===== config.mk =====
export PLATFORM = sky130hd
export DESIGN_NAME = wbxml_stream_decoder
export DESIGN_NICKNAME = d
export VERILOG_FILES = /design/src/design/wsd_pkg.sv /design/src/design/wbxml_stream_decoder.sv /design/src/design/wsd_ram.sv
export VERILOG_INCLUDE_DIRS = /design/src /design/src/design
export SDC_FILE = /design/constraint.sdc
export NUM_CORES = 2
export LEC_CHECK = 0
export BUFFER_PORTS_ARGS = -buffer_cell sky130_fd_sc_hd__buf_4
export CORE_ASPECT_RATIO = 1.5
export CORE_UTILIZATION = 60
export DETAILED_ROUTE_END_ITERATION = 12
export GPL_TIMING_DRIVEN = 0
export HOLD_SLACK_MARGIN = 0.08
export PLACE_DENSITY = 0.85
export SLEW_MARGIN = 0
export SYNTH_ARGS = -nofsm -noshare
export SYNTH_HDL_FRONTEND = slang
export SYNTH_SLANG_ARGS = --single-unit

===== constraint.sdc =====
create_clock -name clock -period 16.8 [get_ports clock]
set_input_delay 2.52 -clock clock [delete_from_list [all_inputs] [get_ports clock]]
set_output_delay 2.52 -clock clock [all_outputs]
set_load 0.005 [all_outputs]

===== src/design/wbxml_stream_decoder_assert.svh =====
// Assertion macros for the WBXML stream decoder.
`ifndef WBXML_STREAM_DECODER_ASSERT_SVH
`define WBXML_STREAM_DECODER_ASSERT_SVH
`ifndef SYNTHESIS
`define WSD_ASSERT(lbl, prop, msg) \
   lbl: assert property (@(posedge clock) disable iff (reset) prop) else $error(msg);
`define WSD_ASSERT_RST(lbl, prop, msg) \
   lbl: assert property (@(posedge clock) prop) else $error(msg);
`else
`define WSD_ASSERT(lbl, prop, msg)
`define WSD_ASSERT_RST(lbl, prop, msg)
`endif
`endif


===== src/design/wsd_pkg.sv =====
// Types, codes and defaults shared by the WBXML stream decoder.
package wsd_pkg;

   localparam int STACK_DEPTH_DEF = 32;

   localparam logic [4:0]  MAX_DEPTH_RST      = 5'd31;
   localparam logic [15:0] MAX_NODES_RST      = 16'd4096;
   localparam logic [19:0] MAX_TEXT_LEN_RST   = 20'd65536;
   localparam logic [23:0] MAX_OPAQUE_LEN_RST = 24'd1048576;
   localparam logic [19:0] MAX_TABLE_LEN_RST  = 20'd65536;

   localparam logic [2:0] REG_MAX_DEPTH      = 3'd0;
   localparam logic [2:0] REG_MAX_NODES      = 3'd1;
   localparam logic [2:0] REG_MAX_TEXT_LEN   = 3'd2;
   localparam logic [2:0] REG_MAX_OPAQUE_LEN = 3'd3;
   localparam logic [2:0] REG_MAX_TABLE_LEN  = 3'd4;

   localparam logic [3:0] EV_HEADER      = 4'd0;
   localparam logic [3:0] EV_TABLE_BYTE  = 4'd1;
   localparam logic [3:0] EV_TAG_OPEN    = 4'd2;
   localparam logic [3:0] EV_TAG_END     = 4'd3;
   localparam logic [3:0] EV_TEXT_BYTE   = 4'd4;
   localparam logic [3:0] EV_TEXT_END    = 4'd5;
   localparam logic [3:0] EV_TABLE_REF   = 4'd6;
   localparam logic [3:0] EV_OPQ_START   = 4'd7;
   localparam logic [3:0] EV_OPQ_BYTE    = 4'd8;
   localparam logic [3:0] EV_ERROR       = 4'd10;

   localparam logic [3:0] ERR_NONE     = 4'd0;
   localparam logic [3:0] ERR_TRUNC    = 4'd1;
   localparam logic [3:0] ERR_BAD_TAG  = 4'd2;
   localparam logic [3:0] ERR_NUMBER   = 4'd3;
   localparam logic [3:0] ERR_DEPTH    = 4'd4;
   localparam logic [3:0] ERR_NODES    = 4'd5;
   localparam logic [3:0] ERR_TEXT     = 4'd6;
   localparam logic [3:0] ERR_OPAQUE   = 4'd7;
   localparam logic [3:0] ERR_TABLE    = 4'd8;
   localparam logic [3:0] ERR_OFFSET   = 4'd9;
   localparam logic [3:0] ERR_TRAILING = 4'd10;

   localparam logic [1:0] HF_VERSION   = 2'd0;
   localparam logic [1:0] HF_TABLE_LEN = 2'd3;

   localparam logic [1:0] DOC_OPEN     = 2'd0;
   localparam logic [1:0] DOC_ACCEPTED = 2'd1;
   localparam logic [1:0] DOC_REJECTED = 2'd2;

   localparam logic [7:0] TOK_SWITCH_PAGE = 8'h00;
   localparam logic [7:0] TOK_END         = 8'h01;
   localparam logic [7:0] TOK_STR_I       = 8'h03;
   localparam logic [7:0] TOK_STR_T       = 8'h83;
   localparam logic [7:0] TOK_OPAQUE      = 8'hC3;
   localparam logic [5:0] TOK_FIRST_TAG   = 6'd5;

   typedef enum logic [10:0] {
      PH_VERSION = 11'b000_0000_0001,
      PH_HEADNUM = 11'b000_0000_0010,
      PH_TABLE   = 11'b000_0000_0100,
      PH_ROOT    = 11'b000_0000_1000,
      PH_PAGE    = 11'b000_0001_0000,
      PH_CONTENT = 11'b000_0010_0000,
      PH_TEXT    = 11'b000_0100_0000,
      PH_REFNUM  = 11'b000_1000_0000,
      PH_OPQNUM  = 11'b001_0000_0000,
      PH_OPQDATA = 11'b010_0000_0000,
      PH_DONE    = 11'b100_0000_0000
   } phase_type;

   typedef struct packed {
      logic [3:0]  event_kind;
      logic [31:0] value;
      logic [1:0]  header_field;
      logic [7:0]  page_id;
      logic [5:0]  token;
      logic        with_body;
      logic [4:0]  depth;
      logic [3:0]  error_code;
      logic [1:0]  document_end;
   } rsp_type;

endpackage


===== src/design/wbxml_stream_decoder.sv =====
// Top level of the WBXML stream decoder: header parser, tokenizer and limit checks.
//
// Usage: feed one document byte per request on req_data_byte, with req_last high on
// the final byte of each document. Each request yields zero or one event on the rsp
// channel: header values, table bytes, tag open/end, text bytes and text end, table
// references, opaque start and bytes, or a numbered error.
// Each event is registered: it appears on rsp in the cycle after its request is accepted.
// Throughput: one request per cycle, sustained while rsp is drained; the tokenizer updates small
// registers and one text-length stack entry per byte, and a tag end reloads the
// enclosing level's text length from the stack RAM in the following cycle.
// Stall: the result register holds an event until rsp_ready; req_ready stays high
// while the result register is empty or being drained in the same cycle.
// Reset: all parsing state returns to the start of a document and the limit
// registers take their defaults. The text-length stack needs no clearing pass.
// After an error, requests are consumed silently up to the next final byte.
// Users must write limits over the APB port only while the decoder is idle; the block does not enforce it.
module wbxml_stream_decoder
   import wsd_pkg::*;
#(
   parameter int STACK_DEPTH = STACK_DEPTH_DEF
) (
   input  logic        clock,
   input  logic        reset,
   input  logic        req_valid,
   output logic        req_ready,
   input  logic [7:0]  req_data_byte,
   input  logic        req_last,
   output logic        rsp_valid,
   input  logic        rsp_ready,
   output logic [3:0]  rsp_event_kind,
   output logic [31:0] rsp_value,
   output logic [1:0]  rsp_header_field,
   output logic [7:0]  rsp_page_id,
   output logic [5:0]  rsp_token,
   output logic        rsp_with_body,
   output logic [4:0]  rsp_depth,
   output logic [3:0]  rsp_error_code,
   output logic [1:0]  rsp_document_end,
   input  logic        psel,
   input  logic        penable,
   input  logic        pwrite,
   input  logic [4:0]  paddr,
   input  logic [31:0] pwdata,
   output logic [31:0] prdata,
   output logic        pready
);

   localparam int AW = (STACK_DEPTH > 1) ? $clog2(STACK_DEPTH) : 1;
   localparam logic [8:0] StackDepthW = 9'(STACK_DEPTH);

   `include "wbxml_stream_decoder_assert.svh"

   logic [4:0]  max_depth_ff;
   logic [15:0] max_nodes_ff;
   logic [19:0] max_text_len_ff;
   logic [23:0] max_opaque_len_ff;
   logic [19:0] max_table_len_ff;

   phase_type   phase_ff, phase_in;
   logic [31:0] number_accum_ff, number_accum_in;
   logic [2:0]  number_bytes_ff, number_bytes_in;
   logic [1:0]  header_index_ff, header_index_in;
   logic [19:0] table_size_ff, table_size_in;
   logic [23:0] bytes_remaining_ff, bytes_remaining_in;
   logic [5:0]  open_depth_ff, open_depth_in;
   logic [16:0] nodes_seen_ff, nodes_seen_in;
   logic [7:0]  page_now_ff, page_now_in;
   logic        root_closed_ff, root_closed_in;
   logic        error_latched_ff, error_latched_in;
   logic [19:0] text_now_ff, text_now_in;
   logic        text_pend_ff, text_pend_in;
   logic        rsp_valid_ff, rsp_valid_in;
   rsp_type     rsp_ff;

   rsp_type     ev;
   logic        have_ev;
   logic [3:0]  err;
   logic        accept;
   logic        do_tag;
   logic        clear_doc;
   logic [7:0]  b;
   logic [31:0] num_new;
   logic [2:0]  num_cnt;
   logic        num_ovf;
   logic [5:0]  tag_d;
   logic [8:0]  tag_d_ext;
   logic        tag_depth_err;
   logic        tag_bad;
   logic [16:0] nodes_inc;
   logic [5:0]  depth_dec;
   logic [8:0]  depth_dec_ext;
   logic [8:0]  depth_up_ext;
   logic [20:0] text_inc;

   logic          wr_en, rd_en;
   logic [AW-1:0] wr_addr, rd_addr;
   logic [19:0]   wr_data, rd_data;

   wsd_ram #(
      .WIDTH(20),
      .DEPTH(STACK_DEPTH)
   ) u_text_stack (
      .clock  (clock),
      .wr_en  (wr_en),
      .wr_addr(wr_addr),
      .wr_data(wr_data),
      .rd_en  (rd_en),
      .rd_addr(rd_addr),
      .rd_data(rd_data)
   );

   assign pready    = 1'b1;
   assign req_ready = !rsp_valid_ff || rsp_ready;
   assign accept    = req_valid && req_ready;
   assign b         = req_data_byte;

   always_ff @(posedge clock) begin
      if (reset) begin
         max_depth_ff      <= MAX_DEPTH_RST;
         max_nodes_ff      <= MAX_NODES_RST;
         max_text_len_ff   <= MAX_TEXT_LEN_RST;
         max_opaque_len_ff <= MAX_OPAQUE_LEN_RST;
         max_table_len_ff  <= MAX_TABLE_LEN_RST;
      end else if (psel && penable && pwrite) begin
         unique case (paddr[4:2])
            REG_MAX_DEPTH:      max_depth_ff      <= pwdata[4:0];
            REG_MAX_NODES:      max_nodes_ff      <= pwdata[15:0];
            REG_MAX_TEXT_LEN:   max_text_len_ff   <= pwdata[19:0];
            REG_MAX_OPAQUE_LEN: max_opaque_len_ff <= pwdata[23:0];
            REG_MAX_TABLE_LEN:  max_table_len_ff  <= pwdata[19:0];
            default: ;
         endcase
      end
   end

   always_comb begin
      unique case (paddr[4:2])
         REG_MAX_DEPTH:      prdata = {27'd0, max_depth_ff};
         REG_MAX_NODES:      prdata = {16'd0, max_nodes_ff};
         REG_MAX_TEXT_LEN:   prdata = {12'd0, max_text_len_ff};
         REG_MAX_OPAQUE_LEN: prdata = {8'd0, max_opaque_len_ff};
         REG_MAX_TABLE_LEN:  prdata = {12'd0, max_table_len_ff};
         default:            prdata = 32'd0;
      endcase
   end

   // shared helpers for numbers, tags, depth, node count and text length
   always_comb begin
      num_ovf  = (number_accum_ff[31:25] != 7'd0);
      num_new  = {number_accum_ff[24:0], b[6:0]};
      num_cnt  = number_bytes_ff + 3'd1;
      if (!num_ovf && b[7] && num_cnt >= 3'd5) begin
         num_ovf = 1'b1;
      end
      tag_d         = (phase_ff == PH_ROOT) ? 6'd0 : open_depth_ff;
      tag_d_ext     = {3'd0, tag_d};
      tag_depth_err = (tag_d > {1'b0, max_depth_ff}) || (tag_d_ext >= StackDepthW);
      tag_bad       = b[7] || (b[5:0] < TOK_FIRST_TAG);
      nodes_inc     = nodes_seen_ff + 17'd1;
      depth_dec     = open_depth_ff - 6'd1;
      depth_dec_ext = {3'd0, depth_dec};
      depth_up_ext  = depth_dec_ext - 9'd1;
      text_inc      = {1'b0, text_now_ff} + 21'd1;
   end

   always_comb begin
      phase_in           = phase_ff;
      number_accum_in    = number_accum_ff;
      number_bytes_in    = number_bytes_ff;
      header_index_in    = header_index_ff;
      table_size_in      = table_size_ff;
      bytes_remaining_in = bytes_remaining_ff;
      open_depth_in      = open_depth_ff;
      nodes_seen_in      = nodes_seen_ff;
      page_now_in        = page_now_ff;
      root_closed_in     = root_closed_ff;
      error_latched_in   = error_latched_ff;
      text_now_in        = text_pend_ff ? rd_data : text_now_ff;
      text_pend_in       = 1'b0;
      ev                 = '0;
      have_ev            = 1'b0;
      err                = ERR_NONE;
      do_tag             = 1'b0;
      clear_doc          = 1'b0;
      wr_en              = 1'b0;
      wr_addr            = tag_d_ext[AW-1:0];
      wr_data            = 20'd0;
      rd_en              = 1'b0;
      rd_addr            = depth_up_ext[AW-1:0];

      if (accept) begin
         if (error_latched_ff) begin
            clear_doc = req_last;
         end else begin
            unique case (phase_ff) inside
               PH_VERSION: begin
                  ev.event_kind   = EV_HEADER;
                  ev.value        = {24'd0, b};
                  ev.header_field = HF_VERSION;
                  have_ev         = 1'b1;
                  phase_in        = PH_HEADNUM;
                  header_index_in = 2'd1;
                  number_accum_in = 32'd0;
                  number_bytes_in = 3'd0;
               end
               PH_HEADNUM, PH_REFNUM, PH_OPQNUM: begin
                  if (num_ovf) begin
                     err = ERR_NUMBER;
                  end else if (b[7]) begin
                     number_accum_in = num_new;
                     number_bytes_in = num_cnt;
                  end else begin
                     number_accum_in = 32'd0;
                     number_bytes_in = 3'd0;
                     if (phase_ff == PH_HEADNUM) begin
                        if (header_index_ff == 2'd3) begin
                           if (num_new > {12'd0, max_table_len_ff}) begin
                              err = ERR_TABLE;
                           end else begin
                              ev.event_kind      = EV_HEADER;
                              ev.value           = num_new;
                              ev.header_field    = HF_TABLE_LEN;
                              have_ev            = 1'b1;
                              table_size_in      = num_new[19:0];
                              bytes_remaining_in = num_new[23:0];
                              phase_in = (num_new != 32'd0) ? PH_TABLE : PH_ROOT;
                           end
                        end else begin
                           ev.event_kind   = EV_HEADER;
                           ev.value        = num_new;
                           ev.header_field = header_index_ff;
                           have_ev         = 1'b1;
                           header_index_in = header_index_ff + 2'd1;
                        end
                     end else if (phase_ff == PH_REFNUM) begin
                        if (num_new >= {12'd0, table_size_ff}) begin
                           err = ERR_OFFSET;
                        end else begin
                           ev.event_kind = EV_TABLE_REF;
                           ev.value      = num_new;
                           have_ev       = 1'b1;
                           phase_in      = PH_CONTENT;
                        end
                     end else begin
                        if (num_new > {8'd0, max_opaque_len_ff}) begin
                           err = ERR_OPAQUE;
                        end else begin
                           ev.event_kind      = EV_OPQ_START;
                           ev.value           = num_new;
                           have_ev            = 1'b1;
                           bytes_remaining_in = num_new[23:0];
                           phase_in = (num_new != 32'd0) ? PH_OPQDATA : PH_CONTENT;
                        end
                     end
                  end
               end
               PH_TABLE, PH_OPQDATA: begin
                  ev.event_kind      = (phase_ff == PH_TABLE) ? EV_TABLE_BYTE : EV_OPQ_BYTE;
                  ev.value           = {24'd0, b};
                  have_ev            = 1'b1;
                  bytes_remaining_in = bytes_remaining_ff - 24'd1;
                  if (bytes_remaining_ff == 24'd1) begin
                     phase_in = (phase_ff == PH_TABLE) ? PH_ROOT : PH_CONTENT;
                  end
               end
               PH_ROOT: begin
                  if (b == TOK_SWITCH_PAGE) begin
                     phase_in = PH_PAGE;
                  end else begin
                     do_tag = 1'b1;
                  end
               end
               PH_PAGE: begin
                  page_now_in = b;
                  phase_in    = (open_depth_ff != 6'd0) ? PH_CONTENT : PH_ROOT;
               end
               PH_CONTENT: begin
                  case (b)
                     TOK_SWITCH_PAGE: phase_in = PH_PAGE;
                     TOK_END: begin
                        open_depth_in = depth_dec;
                        ev.event_kind = EV_TAG_END;
                        ev.depth      = depth_dec[4:0];
                        have_ev       = 1'b1;
                        if (depth_dec == 6'd0) begin
                           root_closed_in = 1'b1;
                           phase_in       = PH_DONE;
                        end else begin
                           rd_en        = 1'b1;
                           text_pend_in = 1'b1;
                        end
                     end
                     TOK_STR_I:  phase_in = PH_TEXT;
                     TOK_STR_T:  phase_in = PH_REFNUM;
                     TOK_OPAQUE: phase_in = PH_OPQNUM;
                     default:    do_tag   = 1'b1;
                  endcase
               end
               PH_TEXT: begin
                  if (b == 8'd0) begin
                     ev.event_kind = EV_TEXT_END;
                     ev.value      = {12'd0, text_now_ff};
                     have_ev       = 1'b1;
                     phase_in      = PH_CONTENT;
                  end else if (text_inc > {1'b0, max_text_len_ff}) begin
                     err = ERR_TEXT;
                  end else begin
                     text_now_in   = text_inc[19:0];
                     wr_en         = 1'b1;
                     wr_addr       = depth_dec_ext[AW-1:0];
                     wr_data       = text_inc[19:0];
                     ev.event_kind = EV_TEXT_BYTE;
                     ev.value      = {24'd0, b};
                     have_ev       = 1'b1;
                  end
               end
               PH_DONE: err = ERR_TRAILING;
               default: err = ERR_TRAILING;
            endcase

            if (do_tag) begin
               if (tag_depth_err) begin
                  err = ERR_DEPTH;
               end else if (tag_bad) begin
                  err = ERR_BAD_TAG;
               end else begin
                  nodes_seen_in = nodes_inc;
                  if (nodes_inc > {1'b0, max_nodes_ff}) begin
                     err = ERR_NODES;
                  end else begin
                     ev.event_kind = EV_TAG_OPEN;
                     ev.page_id    = page_now_ff;
                     ev.token      = b[5:0];
                     ev.with_body  = b[6];
                     ev.depth      = tag_d[4:0];
                     have_ev       = 1'b1;
                     if (b[6]) begin
                        wr_en         = 1'b1;
                        wr_data       = 20'd0;
                        text_now_in   = 20'd0;
                        text_pend_in  = 1'b0;
                        open_depth_in = tag_d + 6'd1;
                        phase_in      = PH_CONTENT;
                     end else if (tag_d == 6'd0) begin
                        root_closed_in = 1'b1;
                        phase_in       = PH_DONE;
                     end
                  end
               end
            end

            if (err == ERR_NONE && req_last) begin
               if (phase_in == PH_DONE && have_ev) begin
                  ev.document_end = DOC_ACCEPTED;
               end else begin
                  err = ERR_TRUNC;
               end
            end
            if (err != ERR_NONE) begin
               ev               = '0;
               ev.event_kind    = EV_ERROR;
               ev.error_code    = err;
               ev.document_end  = DOC_REJECTED;
               have_ev          = 1'b1;
               error_latched_in = 1'b1;
            end
            clear_doc = req_last;
         end
      end

      if (clear_doc) begin
         phase_in           = PH_VERSION;
         number_accum_in    = 32'd0;
         number_bytes_in    = 3'd0;
         header_index_in    = 2'd0;
         table_size_in      = 20'd0;
         bytes_remaining_in = 24'd0;
         open_depth_in      = 6'd0;
         nodes_seen_in      = 17'd0;
         page_now_in        = 8'd0;
         root_closed_in     = 1'b0;
         error_latched_in   = 1'b0;
         text_pend_in       = 1'b0;
      end

      rsp_valid_in = rsp_valid_ff && !rsp_ready;
      if (accept && have_ev) begin
         rsp_valid_in = 1'b1;
      end
   end

   always_ff @(posedge clock) begin
      if (reset) begin
         phase_ff           <= PH_VERSION;
         number_accum_ff    <= 32'd0;
         number_bytes_ff    <= 3'd0;
         header_index_ff    <= 2'd0;
         table_size_ff      <= 20'd0;
         bytes_remaining_ff <= 24'd0;
         open_depth_ff      <= 6'd0;
         nodes_seen_ff      <= 17'd0;
         page_now_ff        <= 8'd0;
         root_closed_ff     <= 1'b0;
         error_latched_ff   <= 1'b0;
         text_pend_ff       <= 1'b0;
         rsp_valid_ff       <= 1'b0;
      end else begin
         phase_ff           <= phase_in;
         number_accum_ff    <= number_accum_in;
         number_bytes_ff    <= number_bytes_in;
         header_index_ff    <= header_index_in;
         table_size_ff      <= table_size_in;
         bytes_remaining_ff <= bytes_remaining_in;
         open_depth_ff      <= open_depth_in;
         nodes_seen_ff      <= nodes_seen_in;
         page_now_ff        <= page_now_in;
         root_closed_ff     <= root_closed_in;
         error_latched_ff   <= error_latched_in;
         text_pend_ff       <= text_pend_in;
         rsp_valid_ff       <= rsp_valid_in;
      end
   end

   always_ff @(posedge clock) begin
      text_now_ff <= text_now_in;
      if (accept && have_ev) begin
         rsp_ff <= ev;
      end
   end

   assign rsp_valid        = rsp_valid_ff;
   assign rsp_event_kind   = rsp_ff.event_kind;
   assign rsp_value        = rsp_ff.value;
   assign rsp_header_field = rsp_ff.header_field;
   assign rsp_page_id      = rsp_ff.page_id;
   assign rsp_token        = rsp_ff.token;
   assign rsp_with_body    = rsp_ff.with_body;
   assign rsp_depth        = rsp_ff.depth;
   assign rsp_error_code   = rsp_ff.error_code;
   assign rsp_document_end = rsp_ff.document_end;

   `WSD_ASSERT(a_error_rejects, rsp_valid_ff && rsp_ff.event_kind == EV_ERROR |-> rsp_ff.document_end == DOC_REJECTED, "error event without rejected document")
   `WSD_ASSERT(a_reload_not_text, text_pend_ff |-> phase_ff != PH_TEXT, "text read during stack reload")
   `WSD_ASSERT(a_content_depth, phase_ff == PH_CONTENT |-> open_depth_ff != 6'd0, "content phase with no open element")
   `WSD_ASSERT_RST(a_reset_phase, reset |=> phase_ff == PH_VERSION && !rsp_valid_ff, "reset did not restart the document")

endmodule


===== src/design/wsd_ram.sv =====
// Generic single-write, single-read RAM with registered read data.
module wsd_ram
   import wsd_pkg::*;
#(
   parameter int WIDTH = 20,
   parameter int DEPTH = STACK_DEPTH_DEF,
   localparam int AW = (DEPTH > 1) ? $clog2(DEPTH) : 1
) (
   input  logic             clock,
   input  logic             wr_en,
   input  logic [AW-1:0]    wr_addr,
   input  logic [WIDTH-1:0] wr_data,
   input  logic             rd_en,
   input  logic [AW-1:0]    rd_addr,
   output logic [WIDTH-1:0] rd_data
);

   logic [WIDTH-1:0] mem_ff [DEPTH];
   logic [WIDTH-1:0] rd_data_ff;

   always_ff @(posedge clock) begin
      if (wr_en) begin
         mem_ff[wr_addr] <= wr_data;
      end
      if (rd_en) begin
         rd_data_ff <= mem_ff[rd_addr];
      end
   end

   assign rd_data = rd_data_ff;

endmodule


==> impl_metrics.ini <==
[run_status]
status = complete, but fails checks
violations = max-capacitance violations, max-slew violations

[clock_network]
hold_buffers = 0
clockRootBuffer = clkbuf_16
htree_levels = 3
cts_tree = done
cts_sinks = 955
postCtsSetupBuffers = 0
path_clk_slew_ps = 60
clk_path_buf_depth = 3
cts_resized = 0
cts_buffers = 85
clk_latency_ps = 700

[job]
cap_violations = 3

[sta]
relSlewSlack = -0.01619
drv_slew = 102
period_minus_slack_ps = 7325
hold_viol = 0
clock_skew_ps = 56.12
worst_slew_pin_slew_ps = 1524
fin_tns_setup_ps = 0
finalCritPeriodShare = 0.4360
rsz0062_at_grt = no
max_freq_mhz = 136.5
setup_violations = 0

[drt]
drc = 0
drt-wirelength-per-cell_um = 30.70
drt_pass1_iterations = 9
drt-total-wl_um = 134500
ant_nets = 0
vias = 29960
post_drt_via_cell_ratio = 6.836
drt_iter0_drc = 4041

[final_layout]
fin_cells = 4382
final_nets = 3576
area_growth_pct = 13.50
drive_above_1_share = 0.1808
fin_area_um2 = 48310
post-route-util = 0.6889

[die]
ios = 152
die_w_um = 219.5
die_height_um = 328.2
dieArea_um2 = 72030
core_um2 = 70130
row_count = 119
initial_core_util = 0.6069

[global_routing]
grt_pass1_wl_um = 191400
grt_antenna_before_repair = 4
gr-usage-met1 = 0.4058
overflow = 0
grt_max_degree = 34
grt_use_met3 = 0.07944
met2_usage = 0.6289
busiest_layer = met2
grtUsageTotal = 0.3750
grt_pass1_vias = 29330

[setup_path]
crit_slowest_cell = nor2_2
slowest_delay_ps = 1000
worstPathCellList = nand3_1, nor2_1, and3_1, and3_1, nand3_1, nor2_1, xor2_1, ha_1, nand4_1, nor2_1, a2111oi_0, a31oi_1, nor2_1, nand3_1, a21oi_1, clkbuf_1, o21ai_1, nor2_2, buf_8
crit_arrival_ps = 7700
worst_setup_path_start_kind = flop
crit_type = reg2reg
crit_buf_inv = 2
path_delay_family = simple AND/OR/NAND/NOR gates
critPathMaxFanout = 11
cp_common_cell = nor2_1
end_kind = flop
crit_required_ps = 17170

[power_and_ir_drop]
p_comb_frac = 0.087
vdd_ir_drop_max_mv = 0.09690
p_leak_uw = 0.01760
p_seq_frac = 0.516
intPower_uw = 3827
powerDensity_nw_per_um2 = 104.7
p_switching_uw = 1231
switching_share = 0.2433
finalPower_uw = 5058
clkPwrFrac = 0.397

[logic_synthesis]
synth.cell_area_um2 = 42560
synth_edf_count = 724
synth.avg_cell_area_um2 = 13.52
async_reset_ff_frac = 0
ys_ff_latch = 955
ys_warn_count = 0
synth.distinct_cells = 89
syn-instance-count = 3147
synthFlopType = edfxtp_1
yosysSeqAreaShare = 0.6195

[placement]
placed_area_um2 = 45480
placed_cells = 4225
dp_hpwl_um = 90690
gp_congestion = 1.017
port_buffers = 129

[worst_hold_path]
min_path_type = reg2reg
final cells by class:
cell class	instances	area, um2
Sequential cell	955	26370
Fill cell	4562	21820
Multi-Input combinational cell	1877	15070
Clock buffer	97	2235
Timing Repair Buffer	165	1664
Tap cell	907	1135
Buffer	189	783.3
Clock inverter	58	556.8
Inverter	133	499.2
Antenna cell	1	2.502
layout by cell type, fill, tap and decap left out, drive strengths merged, types with 54 or more instances in the layout:
cell type,n
mux2i,68
mux4,200
nor3,54
ha,117
buf,200
clkbuf,251
o21ai,74
nand3,94
a21oi,207
edfxtp,724
dfxtp,231
inv,139
nand2,317
nor2,196
kinds of logic (layout without fill, tap and decap cells):
family | Yosys count | after routing | share of synthesized area
adder cells (fa/ha/maj) | 117 | 117 | 0.03439
flip-flops | 955 | 955 | 0.6195
other | 2 | 10 | 0.0001764
multiplexers | 295 | 295 | 0.1290
buffers and inverters | 322 | 642 | 0.03004
AO/OA/AOI/OAI | 504 | 504 | 0.07361
AND/OR/NAND/NOR | 889 | 889 | 0.1004
XOR/XNOR | 63 | 63 | 0.01296
registers in the layout, indices dropped and copies added (netlist names), 6 cells and up:
| register | cells |
|---|---|
| nodes_seen_ff | 17 |
| max_table_len_ff | 20 |
| phase_ff | 11 |
| rsp_value | 32 |
| u_text_stack.mem_ff | 640 |
| max_nodes_ff | 16 |
| rsp_token | 6 |
| number_accum_ff | 32 |
| open_depth_ff | 6 |
| table_size_ff | 20 |
| u_text_stack.rd_data | 20 |
| page_now_ff | 8 |
| rsp_page_id | 8 |
| bytes_remaining_ff | 24 |
| max_text_len_ff | 20 |
| max_opaque_len_ff | 24 |
| text_now_ff | 20 |
Yosys cell counts, types with 21 or more instances:
cell,instances,area share
a21oi_1,207,0.024
a22oi_1,46,0.0081
and2_1,27,0.0040
and3_1,45,0.0066
buf_1,21,0.0019
clkbuf_1,152,0.013
dfxtp_1,231,0.11
edfxtp_1,724,0.51
ha_1,117,0.034
inv_1,131,0.012
mux2_2,27,0.0071
mux2i_1,68,0.016
mux4_2,200,0.11
nand2_1,317,0.028
nand3_1,93,0.011
nand4_1,38,0.0056
nor2_1,196,0.017
nor3_1,52,0.0061
nor4_1,25,0.0037
o21ai_0,67,0.0079
o22ai_1,29,0.0043
xnor2_1,27,0.0056
xor2_1,36,0.0074
power groups by stage:
stage / logic [uW] / registers, uW / clock network, uW
3_3_place_gp: 401 / 2670 / 0
5_1_grt: 469 / 2610 / 2090
3_5_place_dp: 421 / 2660 / 0
2_1_floorplan: 248 / 2650 / 0
6_report: 438 / 2610 / 2010
4_1_cts: 426 / 2610 / 2000
through the flow:
step | setup WS (ps) | hold WS, ps
3_5_place_dp | 9288 | 442.3
6_report | 9475 | 449.5
2_1_floorplan | 8238 | 426.3
5_1_grt | 9003 | 477.6
3_3_place_gp | 5875 | 433.0
4_1_cts | 9641 | 450.4
path summary, 6_finish.rpt:
kind / from / to / slack [ps] / depth (start not counted)
worst max-delay path: nodes_seen_ff[0] / u_text_stack.mem_ff[11][10] / 9470 / 19
worst min-delay path: number_accum_ff[29] / number_accum_ff[29] / 450 / 2
worst max register to register: nodes_seen_ff[0] / u_text_stack.mem_ff[11][10] / 9470 / 19
worst min register to register: number_accum_ff[29] / number_accum_ff[29] / 450 / 2
tightest hold or removal path: cells and delay by family, from the launching register on:
kind | cells | cell delay (ps)
flops | 1 | 300
compound gates | 1 | 50
simple gates | 1 | 50
metal layers:
layer	wire length [um]	share of wire	vias to the layer above
met5	55	0.00041	-
met4	13110	0.097	6
met3	14090	0.10	669
met2	66260	0.49	2391
met1	41030	0.30	14430
li1	-	-	12460
Note: power is estimated with default switching activity, not from simulation.
